$ cat src/design/qev_pkg.sv
// Shared types and constants for the four-channel encoder velocity PI block.
// Used by qev_ctrl, qev_datapath and quad_encoder_velocity_pi.
package qev_pkg;

    // Encoder count width; only the low CNT_W bits of each count are used
    localparam int CNT_W   = 32;
    localparam int CH_N    = 4;
    localparam int CH_W    = $clog2(CH_N);
    // Microseconds per second: the velocity scale factor
    localparam int MEGA_W  = 20;
    localparam logic [MEGA_W-1:0] MEGA = MEGA_W'(1000000);
    // |delta| * dist_per_count
    localparam int NUM_W   = CNT_W + 32;
    // (num * 10^6) >> 16, the dividend of the per-tick division
    localparam int DIVD_W  = NUM_W + MEGA_W - 16;
    localparam int DCNT_W  = $clog2(DIVD_W);
    localparam int TICK_W  = 20;

    // Register indexes of the configuration port
    localparam logic [1:0] REG_DIST  = 2'd0;
    localparam logic [1:0] REG_GAINP = 2'd1;
    localparam logic [1:0] REG_GAINI = 2'd2;
    localparam logic [1:0] REG_LIMIT = 2'd3;

    // Datapath operations, one per controller step
    typedef enum logic [2:0] {
        OP_NONE,
        OP_DELTA,
        OP_MLO,
        OP_MHI,
        OP_DIV,
        OP_PI,
        OP_GAIN,
        OP_STORE
    } op_t;

    typedef struct packed {
        logic             load;
        logic             clear;
        logic             publish;
        op_t              op;
        logic [CH_W-1:0]  ch;
    } cmd_t;

    typedef struct packed {
        logic out_full;
    } status_t;

endpackage

$ cat src/design/qev_ctrl.sv
// Sequencer for the encoder velocity PI block: steps each channel through
// delta, scaling, serial division and PI update. Depends on qev_pkg.
module qev_ctrl (
    input  logic            aclk,
    input  logic            aresetn,
    input  logic            s_valid,
    input  logic            s_command,
    output logic            s_ready,
    output qev_pkg::cmd_t   cmd,
    input  qev_pkg::status_t status
);
    import qev_pkg::*;

    typedef enum logic [3:0] {
        S_IDLE, S_DELTA, S_MLO, S_MHI, S_DIV, S_PI, S_GAIN, S_STORE, S_DONE
    } state_t;

    state_t              state_reg, state_next;
    logic [CH_W-1:0]     ch_reg, ch_next;
    logic [DCNT_W-1:0]   dcnt_reg, dcnt_next;

    // Next state and step counters
    always_comb begin
        state_next = state_reg;
        ch_next    = ch_reg;
        dcnt_next  = dcnt_reg;
        case (state_reg)
            S_IDLE: begin
                if (s_valid && !s_command) begin
                    state_next = S_DELTA;
                    ch_next    = '0;
                end
            end
            S_DELTA: state_next = S_MLO;
            S_MLO:   state_next = S_MHI;
            S_MHI: begin
                state_next = S_DIV;
                dcnt_next  = '0;
            end
            S_DIV: begin
                if (dcnt_reg == DCNT_W'(DIVD_W - 1)) begin
                    state_next = S_PI;
                end else begin
                    dcnt_next = dcnt_reg + 1'b1;
                end
            end
            S_PI:   state_next = S_GAIN;
            S_GAIN: state_next = S_STORE;
            S_STORE: begin
                if (ch_reg == CH_W'(CH_N - 1)) begin
                    state_next = S_DONE;
                end else begin
                    ch_next    = ch_reg + 1'b1;
                    state_next = S_DELTA;
                end
            end
            S_DONE: begin
                if (!status.out_full) begin
                    state_next = S_IDLE;
                end
            end
            default: state_next = S_IDLE;
        endcase
    end

    // Hold state
    always_ff @(posedge aclk) begin
        if (!aresetn) begin
            state_reg <= S_IDLE;
            ch_reg    <= '0;
            dcnt_reg  <= '0;
        end else begin
            state_reg <= state_next;
            ch_reg    <= ch_next;
            dcnt_reg  <= dcnt_next;
        end
    end

    assign s_ready = (state_reg == S_IDLE);

    // Decode commands to the datapath
    always_comb begin
        cmd         = '0;
        cmd.ch      = ch_reg;
        cmd.load    = (state_reg == S_IDLE) && s_valid && !s_command;
        cmd.clear   = (state_reg == S_IDLE) && s_valid && s_command;
        cmd.publish = (state_reg == S_DONE) && !status.out_full;
        case (state_reg)
            S_DELTA: cmd.op = OP_DELTA;
            S_MLO:   cmd.op = OP_MLO;
            S_MHI:   cmd.op = OP_MHI;
            S_DIV:   cmd.op = OP_DIV;
            S_PI:    cmd.op = OP_PI;
            S_GAIN:  cmd.op = OP_GAIN;
            S_STORE: cmd.op = OP_STORE;
            default: cmd.op = OP_NONE;
        endcase
    end

    // A clear beat starts no channel work
    a_clear_idle: assert property (@(posedge aclk) disable iff (!aresetn)
        s_valid && s_ready && s_command |=> state_reg == S_IDLE)
        else $error("clear beat left idle");

    // The division runs exactly DIVD_W steps
    a_div_len: assert property (@(posedge aclk) disable iff (!aresetn)
        state_reg == S_DIV |-> dcnt_reg < DCNT_W'(DIVD_W))
        else $error("division step count overrun");

    // A result is never published over one still waiting
    a_no_overwrite: assert property (@(posedge aclk) disable iff (!aresetn)
        cmd.publish |-> !status.out_full)
        else $error("result overwritten");

endmodule

$ cat config.mk
export PLATFORM = sky130hd
export DESIGN_NAME = qev_ctrl
export DESIGN_NICKNAME = d
export VERILOG_FILES = /design/src/design/qev_pkg.sv /design/src/design/qev_ctrl.sv
export SDC_FILE = /design/constraint.sdc
export NUM_CORES = 1
export LEC_CHECK = 0
export BUFFER_PORTS_ARGS = -buffer_cell sky130_fd_sc_hd__buf_2
export CAP_MARGIN = 10
export CORE_MARGIN = 8
export CORE_UTILIZATION = 30
export CTS_BUF_LIST = sky130_fd_sc_hd__clkbuf_16
export CTS_CLUSTER_SIZE = 14
export DETAILED_ROUTE_END_ITERATION = 8
export GPL_ROUTABILITY_DRIVEN = 0
export PLACE_DENSITY = 0.59
export SYNTH_ARGS = -nofsm -noshare
export SYNTH_HDL_FRONTEND = slang
export SYNTH_SLANG_ARGS = --single-unit
$ cat constraint.sdc
create_clock -name aclk -period 3 [get_ports aclk]
set_input_delay 0.45 -clock aclk [delete_from_list [all_inputs] [get_ports aclk]]
set_output_delay 0.45 -clock aclk [all_outputs]
set_load 0.05 [all_outputs]
==> flow_metrics.env <==
export IMPL_status="complete, no violations"
export IMPL_cts_tree="done"
export IMPL_clock_latency_ns=0.24
export IMPL_largest_reg_flops=7
export IMPL_root_buffer="clkbuf_16"
export IMPL_first_pass_iters=3
export IMPL_synth_area_per_cell_sq_um=8.395
export IMPL_crit_fanout=10
export IMPL_tns_ns=0
export IMPL_coreArea_sq_um=2255
export IMPL_power_density_nw_per_um2=700.5
export IMPL_crit_required_ns=2.55
export IMPL_p_sw_uw=208.8
export IMPL_die_h_um=65.06
export IMPL_postCtsHoldBufs=0
export IMPL_ys_flop_type="dfxtp_1"
export IMPL_switching_share=0.3418
export IMPL_final_cells=126
export IMPL_fin_nets=106
export IMPL_ioPinCount=14
export IMPL_grtUsageTotal=0.08188
export IMPL_grt_max_degree=13
export IMPL_clk_pin_slew_worst_paths_ns=0.05
export IMPL_syn_nets=93
export IMPL_fin_skew_ns=0.004480
export IMPL_p_clk_frac=0.404
export IMPL_synth_seq_area_share=0.3605
export IMPL_finalHoldViolCount=0
export IMPL_intPower_uw=402.1
export IMPL_combPwrFrac=0.262
export IMPL_drcViolationCount=0
export IMPL_drt_iter0_markers=29
export IMPL_synthTopCellsByArea="dfxtp_1 36%, nand2b_1 5.2%, a21oi_1 4.2%, mux2i_1 4.2%, ha_1 3.5%"
export IMPL_syn2layout_area_growth_pct=20.80
export IMPL_io_buffers=13
export IMPL_max_cap_violations=0
export IMPL_h_tree_depth=1
export IMPL_cts_repair_resized=0
export IMPL_initial_core_util=0.3202
export IMPL_cp_data_arrival_time_ns=1.74
export IMPL_p_seq_frac=0.335
export IMPL_wl_per_cell_um=12.50
export IMPL_max_freq_mhz=457.6
export IMPL_grt_pass1_wl_mm=2.753
export IMPL_fillers=255
export IMPL_worst_pin_slew_ns=0.3493
export IMPL_synth_area_sq_um=721.9
export IMPL_hold_path_class="reg2reg"
export IMPL_cts_buffer_depth=2
export IMPL_async_reset_ff_frac=0
export IMPL_antennaDiodeCount=0
export IMPL_setup_viol=0
export IMPL_synth_top_cell_by_area="dfxtp_1"
export IMPL_dp_hpwl_mm=1.215
export IMPL_antenna_found_initial=0
export IMPL_vias=669
export IMPL_fin_crit_ns=2.185
export IMPL_synth_top_area_share=0.3605
export IMPL_grt_overflow=0
export IMPL_power_leakage_nw=0.3537
export IMPL_syn_inst=86
export IMPL_wl_mm=1.575
export IMPL_rsz0062_at_grt="no"
export IMPL_drive_gt1_frac=0.1837
export IMPL_cts_setup_buffers=0
export IMPL_die_w_um=65.06
export IMPL_synth_warnings=0
export IMPL_dieArea_sq_um=4232
export IMPL_cts_sinks=13
export IMPL_finalCritPeriodShare=0.7285
export IMPL_relSlewSlack=0.7647
export IMPL_cts_buffers=3
export IMPL_synth_edf_count=0
export IMPL_netlist_cell_type_count=32
export IMPL_final_cell_mix="13 x dfxtp_1, 13 x buf_2"
export IMPL_rows=17
export IMPL_ir_worst_vdd_v=0.0003330
export IMPL_criticalPathCategory="reg2out"
export IMPL_end_kind="output pin"
export IMPL_startpoint_type="flop"
export IMPL_finalMaxSlewViolations=0
export IMPL_ant_nets=0
export IMPL_grt_pass1_vias=617
export IMPL_vias_per_cell=5.310
export IMPL_dp_cells=122
export IMPL_yosys_register_bits=13
==> layout make-up <==
type                    count  area, sq um  area share
multi-input cells          63        414.1      0.4749
clock buffers               3        75.07     0.08608
clock inverters             1        3.754    0.004304
repair buffers             13        65.06     0.07461
inverters                   5        18.77     0.02152
well taps                  28        35.03     0.04017
flip-flops and latches     13        260.3      0.2984
==> power by group through the flow <==
stage	Clock [mW]	Combinational [mW]	Sequential, mW
after floorplan	0	0.146	0.195
after global placement	0	0.159	0.206
after detailed placement	0	0.161	0.207
after CTS	0.254	0.162	0.204
after global routing	0.262	0.172	0.207
final	0.247	0.160	0.204
==> cells in the mapped netlist (2+ instances only) <==
| master | n |
|---|---|
| a21oi_1 | 6 |
| and3_1 | 2 |
| buf_2 | 2 |
| clkbuf_1 | 2 |
| dfxtp_1 | 13 |
| ha_1 | 2 |
| inv_1 | 5 |
| mux2i_1 | 3 |
| nand2_1 | 6 |
| nand2b_1 | 6 |
| nand3_1 | 5 |
| nand3b_1 | 2 |
| nor2_1 | 3 |
| nor2b_1 | 2 |
| o21ai_0 | 4 |
| o31ai_1 | 2 |
| or3_1 | 3 |
| or4_1 | 3 |
| or4b_2 | 2 |
==> metrics by stage <==
stage	worst slack, ns	power [mW]	instance area, sq um	hold slack [ns]	utilization
global route	0.7259	0.6410	872.1	0.5010	0.3868
global placement	1.106	0.3652	793.3	0.4793	0.3518
CTS	0.8033	0.6194	872.1	0.4853	0.3868
floorplan	0.5873	0.3410	721.9	0.4467	-
finish	0.8146	0.6109	872.1	0.4858	0.3868
detailed placement	1.064	0.3680	793.3	0.4783	0.3518
==> worst max-delay path: stages (launching register included) <==
cell     delay, ns
dfxtp_1       0.39
or4_1         0.59
inv_1         0.11
and3_1        0.15
buf_2         0.25
==> cells by family (layout without fill, tap and decap cells) <==
kind of cell / count (synthesis) / after routing / synth area share
buffers and inverters: 10 / 22 / 0.06586
XOR/XNOR: 2 / 2 / 0.02427
adder cells (fa/ha/maj): 2 / 2 / 0.03466
multiplexers: 3 / 3 / 0.04160
flip-flops: 13 / 13 / 0.3605
AO/OA/AOI/OAI: 17 / 17 / 0.1456
AND/OR/NAND/NOR: 39 / 39 / 0.3275
==> per-layer routing <==
layer,vias up,track usage,part of all wire
li1,332,-,-
met1,325,0.08496,0.44
met2,10,0.1342,0.49
met3,2,0.04467,0.062
met4,0,0.03542,0.0063
met5,-,0,0
==> path summary, 6_finish.rpt <==
path	cells after the start	to	from	slack, ns
min	2	dcnt_reg[6]	dcnt_reg[6]	0.49
max	4	cmd[6]	state_reg[1]	0.81
min reg2reg	2	dcnt_reg[6]	dcnt_reg[6]	0.49
max reg2reg	3	dcnt_reg[5]	state_reg[2]	1.09
Power figures use the tool's default switching activity.
